File: config.mk
export PLATFORM = sky130hd
export DESIGN_NAME = dual_channel_beat_envelope_core_flat
export DESIGN_NICKNAME = d
export VERILOG_FILES = /design/src/hdl/dcbe_pkg.sv /design/src/hdl/dcbe_if.sv /design/src/hdl/dcbe_cfg.sv /design/src/hdl/dcbe_mac.sv /design/src/hdl/dual_channel_beat_envelope_core.sv /design/src/flat_wrapper.sv
export SDC_FILE = /design/constraint.sdc
export NUM_CORES = 2
export LEC_CHECK = 0
export BUFFER_PORTS_ARGS = -buffer_cell sky130_fd_sc_hd__buf_2
export CELL_PAD_IN_SITES_DETAIL_PLACEMENT = 2
export CELL_PAD_IN_SITES_GLOBAL_PLACEMENT = 2
export CORE_MARGIN = 1
export CORE_UTILIZATION = 40
export CTS_CLUSTER_SIZE = 40
export DETAILED_ROUTE_END_ITERATION = 7
export MAX_ROUTING_LAYER = met4
export PLACE_DENSITY_LB_ADDON = 0.05
export SETUP_SLACK_MARGIN = 0.15
export SKIP_CTS_REPAIR_TIMING = 1
export SYNTH_ARGS = -nofsm -noshare
export SYNTH_HDL_FRONTEND = slang
export SYNTH_SLANG_ARGS = --single-unit
File: constraint.sdc
create_clock -name i_clk -period 13.22 [get_ports i_clk]
set_input_delay 2.644 -clock i_clk [delete_from_list [all_inputs] [get_ports i_clk]]
set_output_delay 2.644 -clock i_clk [all_outputs]
set_load 0.01 [all_outputs]
File: src/hdl/dcbe_pkg.sv
// Shared types and constants of the dual-channel beat envelope follower.
`default_nettype none

package dcbe_pkg;

    // Coefficient and gain formats
    localparam int COEF_BITS = 16;
    localparam int GAIN_BITS = 12;
    localparam int GAIN_FRAC = 8;
    localparam int OUT_FRAC  = 8;

    // Unity weight in Q0.16, one bit wider than a coefficient
    localparam logic [COEF_BITS:0] COEF_ONE = {1'b1, {COEF_BITS{1'b0}}};

    // Configuration port
    localparam int CFG_IDX_BITS  = 2;
    localparam int CFG_DATA_BITS = 16;

    localparam logic [CFG_IDX_BITS-1:0] REG_DC_COEFF      = 2'd0;
    localparam logic [CFG_IDX_BITS-1:0] REG_ENV_COEFF     = 2'd1;
    localparam logic [CFG_IDX_BITS-1:0] REG_OVERRIDE_GAIN = 2'd2;

    localparam logic [COEF_BITS-1:0] DC_COEFF_RST      = 16'd66;
    localparam logic [COEF_BITS-1:0] ENV_COEFF_RST     = 16'd1311;
    localparam logic [GAIN_BITS-1:0] OVERRIDE_GAIN_RST = 12'd256;

    // Hue mapping: four degrees per envelope unit
    localparam int             HUE_BITS  = 9;
    localparam int             HUE_SHIFT = 2;
    localparam logic [HUE_BITS-1:0] HUE_LIMIT = 9'd359;
    localparam logic [HUE_BITS-1:0] HUE_BLACK = 9'd10;

    // Configuration registers as seen by the datapath
    typedef struct packed {
        logic [COEF_BITS-1:0] dc_coeff;
        logic [COEF_BITS-1:0] env_coeff;
        logic [GAIN_BITS-1:0] override_gain;
    } t_cfg;

    // Control of the shared multiply-accumulate unit
    typedef struct packed {
        logic mul_en;
        logic acc_clr;
        logic acc_add;
    } t_mac_ctl;

endpackage

`default_nettype wire

File: src/hdl/dcbe_if.sv
// Channel interfaces: sample input, result output and configuration write.
`default_nettype none

interface dcbe_in_if #(
    parameter int SAMPLE_BITS = 10
) ();
    logic                   valid;
    logic                   ready;
    logic [SAMPLE_BITS-1:0] sample;

    modport source (output valid, output sample, input ready);
    modport sink   (input valid, input sample, output ready);
endinterface

interface dcbe_out_if #(
    parameter int OUT_BITS = 18
) ();
    logic                              valid;
    logic                              ready;
    logic                              channel;
    logic [OUT_BITS-1:0]               dc_level;
    logic [OUT_BITS-1:0]               envelope;
    logic [dcbe_pkg::HUE_BITS-1:0]     hue;

    modport source (output valid, output channel, output dc_level, output envelope,
                    output hue, input ready);
    modport sink   (input valid, input channel, input dc_level, input envelope,
                    input hue, output ready);
endinterface

interface dcbe_cfg_if ();
    logic                                 valid;
    logic                                 ready;
    logic [dcbe_pkg::CFG_IDX_BITS-1:0]    index;
    logic [dcbe_pkg::CFG_DATA_BITS-1:0]   data;

    modport source (output valid, output index, output data, input ready);
    modport sink   (input valid, input index, input data, output ready);
endinterface

`default_nettype wire

File: src/hdl/dcbe_cfg.sv
// Configuration register bank: coefficients and peak override gain.
`default_nettype none

module dcbe_cfg (
    input  wire                  i_clk,
    input  wire                  i_rst_n,
    dcbe_cfg_if.sink             i_cfg,
    output dcbe_pkg::t_cfg       o_regs
);

    dcbe_pkg::t_cfg r_regs;

    // Always take a configuration word
    assign i_cfg.ready = 1'b1;
    assign o_regs      = r_regs;

    // Write the addressed register, drop words beyond the list
    always_ff @(posedge i_clk) begin
        if (!i_rst_n) begin
            r_regs.dc_coeff      <= dcbe_pkg::DC_COEFF_RST;
            r_regs.env_coeff     <= dcbe_pkg::ENV_COEFF_RST;
            r_regs.override_gain <= dcbe_pkg::OVERRIDE_GAIN_RST;
        end else if (i_cfg.valid) begin
            case (i_cfg.index)
                dcbe_pkg::REG_DC_COEFF: begin
                    r_regs.dc_coeff <= i_cfg.data[dcbe_pkg::COEF_BITS-1:0];
                end
                dcbe_pkg::REG_ENV_COEFF: begin
                    r_regs.env_coeff <= i_cfg.data[dcbe_pkg::COEF_BITS-1:0];
                end
                dcbe_pkg::REG_OVERRIDE_GAIN: begin
                    r_regs.override_gain <= i_cfg.data[dcbe_pkg::GAIN_BITS-1:0];
                end
                default: begin
                end
            endcase
        end
    end

endmodule

`default_nettype wire

File: src/hdl/dcbe_mac.sv
// Shared multiplier with registered product and accumulator.
`default_nettype none

module dcbe_mac #(
    parameter int A_BITS = 26,
    parameter int B_BITS = 17
) (
    input  wire                          i_clk,
    input  wire [A_BITS-1:0]             i_op_a,
    input  wire [B_BITS-1:0]             i_op_b,
    input  wire dcbe_pkg::t_mac_ctl      i_ctl,
    output logic [A_BITS+B_BITS-1:0]     o_prod,
    output logic [A_BITS+B_BITS-1:0]     o_acc
);

    logic [A_BITS+B_BITS-1:0] r_prod;
    logic [A_BITS+B_BITS-1:0] r_acc;

    // Register the product, then load or add it into the accumulator
    always_ff @(posedge i_clk) begin
        if (i_ctl.mul_en) begin
            r_prod <= (A_BITS+B_BITS)'(i_op_a) * (A_BITS+B_BITS)'(i_op_b);
        end
        if (i_ctl.acc_clr) begin
            r_acc <= r_prod;
        end else if (i_ctl.acc_add) begin
            r_acc <= r_acc + r_prod;
        end
    end

    assign o_prod = r_prod;
    assign o_acc  = r_acc;

endmodule

`default_nettype wire

File: src/hdl/dual_channel_beat_envelope_core.sv
// Top level: sequencer, per-channel state and result register of the envelope follower.
//
// Usage:
//   i_in carries one unsigned ADC sample per word; samples are assigned to the
//   channels in round-robin order, starting with channel 0 after reset.
//   o_out carries one result word per sample: channel, DC level (Q10.8),
//   peak-hold envelope (Q10.8) and hue in degrees.
//   i_cfg writes dc_coeff (index 0), env_coeff (index 1) and override_gain
//   (index 2); it is always ready and should be written only while idle.
// Sequencing:
//   After acceptance, a sample passes through eleven sequencer steps around a
//   single shared multiplier, which performs five multiplies (two per IIR
//   blend and one for the peak compare). i_in stays not ready until the final
//   step loads the result register, so one sample is handled at a time.
// Reset:
//   Synchronous, active low. Clears both averages, both envelopes, the channel
//   counter and the result valid flag; configuration returns to its defaults.
// Back-pressure:
//   The result register holds a word until taken. A new sample is accepted
//   while it waits; the sequencer then holds on its final step until the
//   result register is free.
`default_nettype none

module dual_channel_beat_envelope_core #(
    parameter int SAMPLE_BITS = 10,
    parameter int FRAC_BITS   = 16,
    parameter int CHANNELS    = 2
) (
    input  wire                i_clk,
    input  wire                i_rst_n,
    dcbe_in_if.sink            i_in,
    dcbe_out_if.source         o_out,
    dcbe_cfg_if.sink           i_cfg
);

    localparam int STATE_BITS = SAMPLE_BITS + FRAC_BITS;
    localparam int OUT_BITS   = SAMPLE_BITS + dcbe_pkg::OUT_FRAC;
    localparam int MUL_B      = dcbe_pkg::COEF_BITS + 1;
    localparam int PROD_BITS  = STATE_BITS + MUL_B;
    localparam int CH_BITS    = (CHANNELS > 1) ? $clog2(CHANNELS) : 1;

    localparam logic [STATE_BITS-1:0] HUE_THR =
        STATE_BITS'(dcbe_pkg::HUE_LIMIT) << (FRAC_BITS - dcbe_pkg::HUE_SHIFT);
    localparam logic [CH_BITS-1:0] CH_LAST = CH_BITS'(CHANNELS - 1);

    // Sequencer steps
    localparam logic [3:0] STEP_DC_X     = 4'd0;
    localparam logic [3:0] STEP_DC_Y     = 4'd1;
    localparam logic [3:0] STEP_DC_SUM   = 4'd2;
    localparam logic [3:0] STEP_DC_TAKE  = 4'd3;
    localparam logic [3:0] STEP_DEV      = 4'd4;
    localparam logic [3:0] STEP_ENV_X    = 4'd5;
    localparam logic [3:0] STEP_ENV_Y    = 4'd6;
    localparam logic [3:0] STEP_ENV_SUM  = 4'd7;
    localparam logic [3:0] STEP_ENV_TAKE = 4'd8;
    localparam logic [3:0] STEP_GAIN     = 4'd9;
    localparam logic [3:0] STEP_DONE     = 4'd10;

    dcbe_pkg::t_cfg     cfg;
    dcbe_pkg::t_mac_ctl mac_ctl;
    logic [STATE_BITS-1:0] mac_a;
    logic [MUL_B-1:0]      mac_b;
    logic [PROD_BITS-1:0]  mac_prod;
    logic [PROD_BITS-1:0]  mac_acc;

    logic                  r_busy;
    logic [3:0]            r_step;
    logic [CH_BITS-1:0]    r_ch;
    logic [STATE_BITS-1:0] r_dc_avg [CHANNELS];
    logic [STATE_BITS-1:0] r_env_lvl [CHANNELS];

    logic [STATE_BITS-1:0] r_x;
    logic [STATE_BITS-1:0] r_avg;
    logic [STATE_BITS-1:0] r_dev;
    logic [STATE_BITS-1:0] r_env;

    logic                         r_out_valid;
    logic                         r_out_ch;
    logic [OUT_BITS-1:0]          r_out_dc;
    logic [OUT_BITS-1:0]          r_out_env;
    logic [dcbe_pkg::HUE_BITS-1:0] r_out_hue;

    logic [MUL_B-1:0]             dc_comp;
    logic [MUL_B-1:0]             env_comp;
    logic [STATE_BITS-1:0]        blend;
    logic [STATE_BITS-1:0]        n_env;
    logic [dcbe_pkg::HUE_BITS-1:0] n_hue;
    logic [CH_BITS-1:0]           n_ch;
    logic                         in_acc;
    logic                         fire;

    dcbe_cfg u_cfg (
        .i_clk   (i_clk),
        .i_rst_n (i_rst_n),
        .i_cfg   (i_cfg),
        .o_regs  (cfg)
    );

    dcbe_mac #(
        .A_BITS (STATE_BITS),
        .B_BITS (MUL_B)
    ) u_mac (
        .i_clk  (i_clk),
        .i_op_a (mac_a),
        .i_op_b (mac_b),
        .i_ctl  (mac_ctl),
        .o_prod (mac_prod),
        .o_acc  (mac_acc)
    );

    // Complementary weights and blend result
    assign dc_comp  = dcbe_pkg::COEF_ONE - MUL_B'(cfg.dc_coeff);
    assign env_comp = dcbe_pkg::COEF_ONE - MUL_B'(cfg.env_coeff);
    assign blend    = mac_acc[dcbe_pkg::COEF_BITS +: STATE_BITS];

    // Peak override: deviation wins when it exceeds gain times envelope
    assign n_env = (PROD_BITS'({r_dev, {dcbe_pkg::GAIN_FRAC{1'b0}}}) > mac_prod)
                   ? r_dev : r_env;

    // Hue: four times the envelope, blacked out above the limit
    assign n_hue = (n_env > HUE_THR) ? dcbe_pkg::HUE_BLACK
                 : n_env[FRAC_BITS-dcbe_pkg::HUE_SHIFT +: dcbe_pkg::HUE_BITS];

    assign n_ch = (r_ch == CH_LAST) ? '0 : r_ch + 1'b1;

    // Handshakes
    assign i_in.ready = !r_busy;
    assign in_acc     = i_in.valid && !r_busy;
    assign fire       = r_busy && (r_step == STEP_DONE) && (!r_out_valid || o_out.ready);

    // Steer operands into the shared multiplier
    always_comb begin
        mac_a   = '0;
        mac_b   = '0;
        mac_ctl = '0;
        if (r_busy) begin
            case (r_step)
                STEP_DC_X: begin
                    mac_a          = r_x;
                    mac_b          = MUL_B'(cfg.dc_coeff);
                    mac_ctl.mul_en = 1'b1;
                end
                STEP_DC_Y: begin
                    mac_a           = r_dc_avg[r_ch];
                    mac_b           = dc_comp;
                    mac_ctl.mul_en  = 1'b1;
                    mac_ctl.acc_clr = 1'b1;
                end
                STEP_DC_SUM: begin
                    mac_ctl.acc_add = 1'b1;
                end
                STEP_ENV_X: begin
                    mac_a          = r_dev;
                    mac_b          = MUL_B'(cfg.env_coeff);
                    mac_ctl.mul_en = 1'b1;
                end
                STEP_ENV_Y: begin
                    mac_a           = r_env_lvl[r_ch];
                    mac_b           = env_comp;
                    mac_ctl.mul_en  = 1'b1;
                    mac_ctl.acc_clr = 1'b1;
                end
                STEP_ENV_SUM: begin
                    mac_ctl.acc_add = 1'b1;
                end
                STEP_GAIN: begin
                    mac_a          = r_env;
                    mac_b          = MUL_B'(cfg.override_gain);
                    mac_ctl.mul_en = 1'b1;
                end
                default: begin
                end
            endcase
        end
    end

    // Advance the sequencer, update channel state, fill the result register
    always_ff @(posedge i_clk) begin
        if (!i_rst_n) begin
            r_busy      <= 1'b0;
            r_step      <= STEP_DC_X;
            r_ch        <= '0;
            r_out_valid <= 1'b0;
            for (int k = 0; k < CHANNELS; k++) begin
                r_dc_avg[k]  <= '0;
                r_env_lvl[k] <= '0;
            end
        end else begin
            if (in_acc) begin
                r_busy <= 1'b1;
                r_step <= STEP_DC_X;
            end else if (r_busy && (r_step != STEP_DONE)) begin
                r_step <= r_step + 4'd1;
            end else if (fire) begin
                r_busy          <= 1'b0;
                r_dc_avg[r_ch]  <= r_avg;
                r_env_lvl[r_ch] <= n_env;
                r_ch            <= n_ch;
            end

            if (fire) begin
                r_out_valid <= 1'b1;
            end else if (o_out.ready) begin
                r_out_valid <= 1'b0;
            end
        end
    end

    // Datapath holding registers
    always_ff @(posedge i_clk) begin
        if (in_acc) begin
            r_x <= {i_in.sample, {FRAC_BITS{1'b0}}};
        end
        if (r_busy && (r_step == STEP_DC_TAKE)) begin
            r_avg <= blend;
        end
        if (r_busy && (r_step == STEP_DEV)) begin
            r_dev <= (r_x >= r_avg) ? (r_x - r_avg) : (r_avg - r_x);
        end
        if (r_busy && (r_step == STEP_ENV_TAKE)) begin
            r_env <= blend;
        end
        if (fire) begin
            r_out_ch  <= r_ch[0];
            r_out_dc  <= r_avg[FRAC_BITS-dcbe_pkg::OUT_FRAC +: OUT_BITS];
            r_out_env <= n_env[FRAC_BITS-dcbe_pkg::OUT_FRAC +: OUT_BITS];
            r_out_hue <= n_hue;
        end
    end

    assign o_out.valid    = r_out_valid;
    assign o_out.channel  = r_out_ch;
    assign o_out.dc_level = r_out_dc;
    assign o_out.envelope = r_out_env;
    assign o_out.hue      = r_out_hue;

    // Checks
    a_busy_after_accept: assert property (@(posedge i_clk) disable iff (!i_rst_n)
        (i_in.valid && i_in.ready) |=> !i_in.ready)
        else $error("sample accepted while sequencer should be busy");

    a_step_range: assert property (@(posedge i_clk) disable iff (!i_rst_n)
        r_busy |-> (r_step <= STEP_DONE))
        else $error("sequencer step out of range");

    a_out_from_done: assert property (@(posedge i_clk) disable iff (!i_rst_n)
        $rose(r_out_valid) |-> $past(r_busy && (r_step == STEP_DONE)))
        else $error("result word loaded outside the final step");

    a_hue_range: assert property (@(posedge i_clk) disable iff (!i_rst_n)
        o_out.valid |-> (o_out.hue <= dcbe_pkg::HUE_LIMIT))
        else $error("hue above limit");

endmodule

`default_nettype wire

File: src/flat_wrapper.sv
// flat-port wrapper written by rule: the top's interface ports become plain ports
module dual_channel_beat_envelope_core_flat import dcbe_pkg::*;
#(
    parameter int SAMPLE_BITS = 10,
    parameter int FRAC_BITS   = 16,
    parameter int CHANNELS    = 2
)
  (i_clk, i_rst_n, i_in_valid, i_in_sample, i_in_ready, o_out_valid, o_out_channel, o_out_dc_level, o_out_envelope, o_out_hue, o_out_ready, i_cfg_valid, i_cfg_index, i_cfg_data, i_cfg_ready);
  dcbe_in_if #(.SAMPLE_BITS(SAMPLE_BITS)) i_in_i ();
  dcbe_out_if #(.OUT_BITS(((10) + OUT_FRAC))) o_out_i ();
  dcbe_cfg_if i_cfg_i ();
  input  wire i_clk;
  input  wire i_rst_n;
  input wire logic [$bits(i_in_i.valid)-1:0] i_in_valid;
  input wire logic [$bits(i_in_i.sample)-1:0] i_in_sample;
  output wire logic [$bits(i_in_i.ready)-1:0] i_in_ready;
  output wire logic [$bits(o_out_i.valid)-1:0] o_out_valid;
  output wire logic [$bits(o_out_i.channel)-1:0] o_out_channel;
  output wire logic [$bits(o_out_i.dc_level)-1:0] o_out_dc_level;
  output wire logic [$bits(o_out_i.envelope)-1:0] o_out_envelope;
  output wire logic [$bits(o_out_i.hue)-1:0] o_out_hue;
  input wire logic [$bits(o_out_i.ready)-1:0] o_out_ready;
  input wire logic [$bits(i_cfg_i.valid)-1:0] i_cfg_valid;
  input wire logic [$bits(i_cfg_i.index)-1:0] i_cfg_index;
  input wire logic [$bits(i_cfg_i.data)-1:0] i_cfg_data;
  output wire logic [$bits(i_cfg_i.ready)-1:0] i_cfg_ready;
  assign i_in_i.valid = i_in_valid;
  assign i_in_i.sample = i_in_sample;
  assign i_in_ready = i_in_i.ready;
  assign o_out_valid = o_out_i.valid;
  assign o_out_channel = o_out_i.channel;
  assign o_out_dc_level = o_out_i.dc_level;
  assign o_out_envelope = o_out_i.envelope;
  assign o_out_hue = o_out_i.hue;
  assign o_out_i.ready = o_out_ready;
  assign i_cfg_i.valid = i_cfg_valid;
  assign i_cfg_i.index = i_cfg_index;
  assign i_cfg_i.data = i_cfg_data;
  assign i_cfg_ready = i_cfg_i.ready;
  dual_channel_beat_envelope_core #(.SAMPLE_BITS(SAMPLE_BITS), .FRAC_BITS(FRAC_BITS), .CHANNELS(CHANNELS)) u_core (.i_clk(i_clk), .i_rst_n(i_rst_n), .i_in(i_in_i), .o_out(o_out_i), .i_cfg(i_cfg_i));
endmodule
==> results.cfg <==
[synthesis]
syn_avg_cell_area_um2 = 9.80
synthArstFlopShare_pct = 0
yosysTopAreaCell = edfxtp_1
synth_edf_count = 323
ys_ff_latch = 375
syn_inst = 3396
ys.flop_type = edfxtp_1
synthTopCellsByArea = edfxtp_1 29%, fa_1 22%, ha_1 7.8%
syn_nets = 3998
yosys_warnings = 0
synth_top_area_share_pct = 29.1
synth_area_um2 = 33300
synthDistinctLibCells = 86
synth-seq-area-share_pct = 32.3

[global_route]
grt_antenna_before_repair = 2
use_met3_pct = 3.10
grt.busiest_layer = met2
met1_usage_pct = 41.3
grtUsageMet2_pct = 49.9
grt_pass1_wl_mm = 188
grt_start_max_net_pins = 63
gr-usage-all-layers_pct = 30.7
grt_overflow = 0
grt_pass1_vias = 29030

[setup_path]
cpPeakStageDelay_ns = 0.84
rr_worst_depth = 31
cp_max_fo = 37
worst-path-stages = 31
cp.required_ns = 13.57
path_class = reg2reg
crit_top_cell = fa_1
slowest_stage = nand3_1
end_kind = register
cpLargestDelayFamily = adder cells
crit_arrival_ns = 10.86
cp.buffers_inverters = 4
critPathLaunchType = register

[power]
powerDensity_nw_per_um2 = 91.7
peakVddDrop_mv = 0.0911
leakage_nw = 16.0
power.total_mw = 3.34

[placement]
placed_area_um2 = 35000
portBuffers = 80
gp_congestion = 0.923
dp_hpwl_mm = 97.8

[floorplanning]
die_w_um = 290
initial_utilization_pct = 40.5
die_h_um = 290
dieArea_um2 = 84300
rows = 105
io_pins = 82
fp.coreArea_um2 = 82200

[clock_network]
cts_tree = built
clk_pin_slew_ns = 0.06
cts_root_buf = clkbuf_16
clkSinkCount = 375
worstSkewPairLatency_ns = 0.64
ctsLongestPathBuffers = 3
cts_made_buffers = 46
cts_max_level = 2

[timing]
post-route-period-util_pct = 79.5
fin_tns_setup_ns = 0
setup_violations = 0
fin_crit_ns = 10.51
fin_skew_ns = 0.0745
rsz0062_at_grt = no
finalMaxSlewViolations = 0
tightestPinTransition_ns = 1.35
clock.fmax_mhz = 95.1
slew_headroom_pct = 10.0
hold_viol = 0

[job]
cap_violations = 0

[routing]
drtIter0Drc = 1924
vias_per_cell = 5.71
num_vias = 25922
route.detailed.drc = 0
wire_per_inst_um = 27.5
antenna_left = 0
wl_mm = 125
drt_pass1_iterations = 6

[hold_path]
hold_depth = 0
hold_class = reg2reg

[layout]
layout-drive-gt1-share_pct = 7.58
area_growth_pct = 9.63
nets = 4040
fin_area_um2 = 36500
fill_cells = 8756

[run_status]
status = complete, no violations
per-stage QoR:
stage               worst slack, ns  utilization [%]  instances  hold WS, ns
global route                   2.19             44.4       4541        0.475
finish                         2.71             44.4       4542        0.463
global placement               3.07             42.5       4460        0.435
detailed placement             2.74             42.5       4460        0.460
CTS                            2.68             44.4       4541        0.453
floorplan                      3.86                -       3396        0.426
area by class of cell:
cell class / instances / area [µm²] / area share, %
antenna: 1 / 2.50 / 0.00686
clock buffer: 58 / 1220 / 3.33
clock inverter: 23 / 292 / 0.799
inverter: 522 / 1960 / 5.37
multi-input combinational: 2357 / 20100 / 55.1
sequential: 375 / 10700 / 29.4
tap: 1070 / 1340 / 3.67
timing repair buffer: 136 / 821 / 2.25
cells in the final DEF (no fill, tap or decap), types with 14 or more instances in the layout:
cell type / Yosys / final
a211oi_1: 14 / 14
a21boi_0: 38 / 38
a21o_1: 59 / 59
a21oi_1: 140 / 140
a221o_1: 14 / 14
a221oi_1: 19 / 18
a31oi_1: 22 / 22
and2_1: 77 / 77
and3_1: 21 / 20
buf_2: 11 / 80
buf_4: 2 / 56
clkbuf_16: 0 / 46
dfxtp_1: 52 / 51
edfxtp_1: 323 / 323
fa_1: 361 / 361
ha_1: 208 / 208
inv_1: 522 / 521
mux2i_1: 69 / 69
nand2_1: 466 / 463
nand2b_1: 43 / 43
nand3_1: 45 / 45
nor2_1: 272 / 270
nor2b_1: 24 / 23
nor3_1: 47 / 45
o21a_1: 22 / 22
o21ai_0: 75 / 75
o21bai_1: 15 / 15
xnor2_1: 66 / 66
xor2_1: 40 / 40
path summary, 6_finish.rpt:
check	endpoint	startpoint	slack, ns
worst min register to register	u_core.o_out.dc_level[10]$_DFFE_PP_	u_core.r_avg[18]$_DFFE_PP_	0.46
worst max register to register	u_core.u_mac.o_prod[35]$_DFFE_PP_	u_core.r_step[0]$_SDFFE_PP0P_	2.71
worst max-delay path	u_core.u_mac.o_prod[35]$_DFFE_PP_	u_core.r_step[0]$_SDFFE_PP0P_	2.71
worst min-delay path	u_core.o_out.dc_level[10]$_DFFE_PP_	u_core.r_avg[18]$_DFFE_PP_	0.46
kinds of logic after synthesis:
| family | synth area share [%] |
|---|---|
| xor gates and xnor gates | 2.79 |
| adders and majority gates | 29.5 |
| and+or+nand+nor | 14.7 |
| other | 0.0113 |
| muxes | 2.60 |
| buffers and inverters | 7.58 |
| AOI/OAI and AO/OA | 10.5 |
| DFF | 32.3 |
Yosys cell counts (11+ instances only):
| cell type | number |
|---|---|
| nand4_1 | 13 |
| buf_2 | 11 |
| nand2b_1 | 43 |
| mux2i_1 | 69 |
| a21o_1 | 59 |
| nor4_1 | 13 |
| a211oi_1 | 14 |
| o21a_1 | 22 |
| nor3_1 | 47 |
| a21boi_0 | 38 |
| clkbuf_1 | 118 |
| edfxtp_1 | 323 |
| inv_1 | 522 |
| xnor2_1 | 66 |
| mux2_2 | 11 |
| a221oi_1 | 19 |
| xor2_1 | 40 |
| a31oi_1 | 22 |
| nor2b_1 | 24 |
| or3_1 | 12 |
| ha_1 | 208 |
| a21oi_1 | 140 |
| and2_1 | 77 |
| o21ai_0 | 75 |
| nand2_1 | 466 |
| and3_1 | 21 |
| o21bai_1 | 15 |
| o221ai_1 | 11 |
| fa_1 | 361 |
| o21ai_1 | 13 |
| a221o_1 | 14 |
| dfxtp_1 | 52 |
| nand3_1 | 45 |
| nor2_1 | 272 |
worst register-to-register path, delay by kind of cell, from the launching register on:
kind            cells  cell delay (ns)
xor+xnor            2             0.24
compound gates      7             1.87
simple gates        8             2.87
buf+inv             4             0.31
fa+ha+maj           9             4.18
mux                 1             0.44
flops               1             0.34
layer usage:
layer	wire length (µm)	vias to the layer above	part of all wire, %
met5	0	-	0
met4	3160	0	2.5
met3	6590	151	5.3
met2	59800	711	48
met1	55200	13744	44
li1	-	11316	-
where the power goes:
group / switching [mW] / internal, mW / total, mW
sequential: 0.0413 / 1.34 / 1.38
clock: 0.563 / 0.738 / 1.30
combinational: 0.439 / 0.226 / 0.665
total: 1.04 / 2.30 / 3.34
flip-flops by register name, indices dropped and copies added, names as in the netlist, named ones only:
register / count
u_core.r_busy: 1
u_core.r_ch: 1
u_core.r_dev: 26
u_core.r_env_lvl: 52
u_core.r_x: 10
u_core.r_env: 26
u_core.o_out.dc_level: 18
u_core.u_mac.o_acc: 42
u_core.r_avg: 26
u_core.o_out.hue: 9
u_core.r_step: 4
u_core.u_cfg.o_regs: 44
u_core.o_out.channel: 1
u_core.u_mac.o_prod: 43
u_core.r_dc_avg: 52
u_core.o_out.envelope: 18
u_core.o_out.valid: 1
Power figures use the tool's default switching activity.
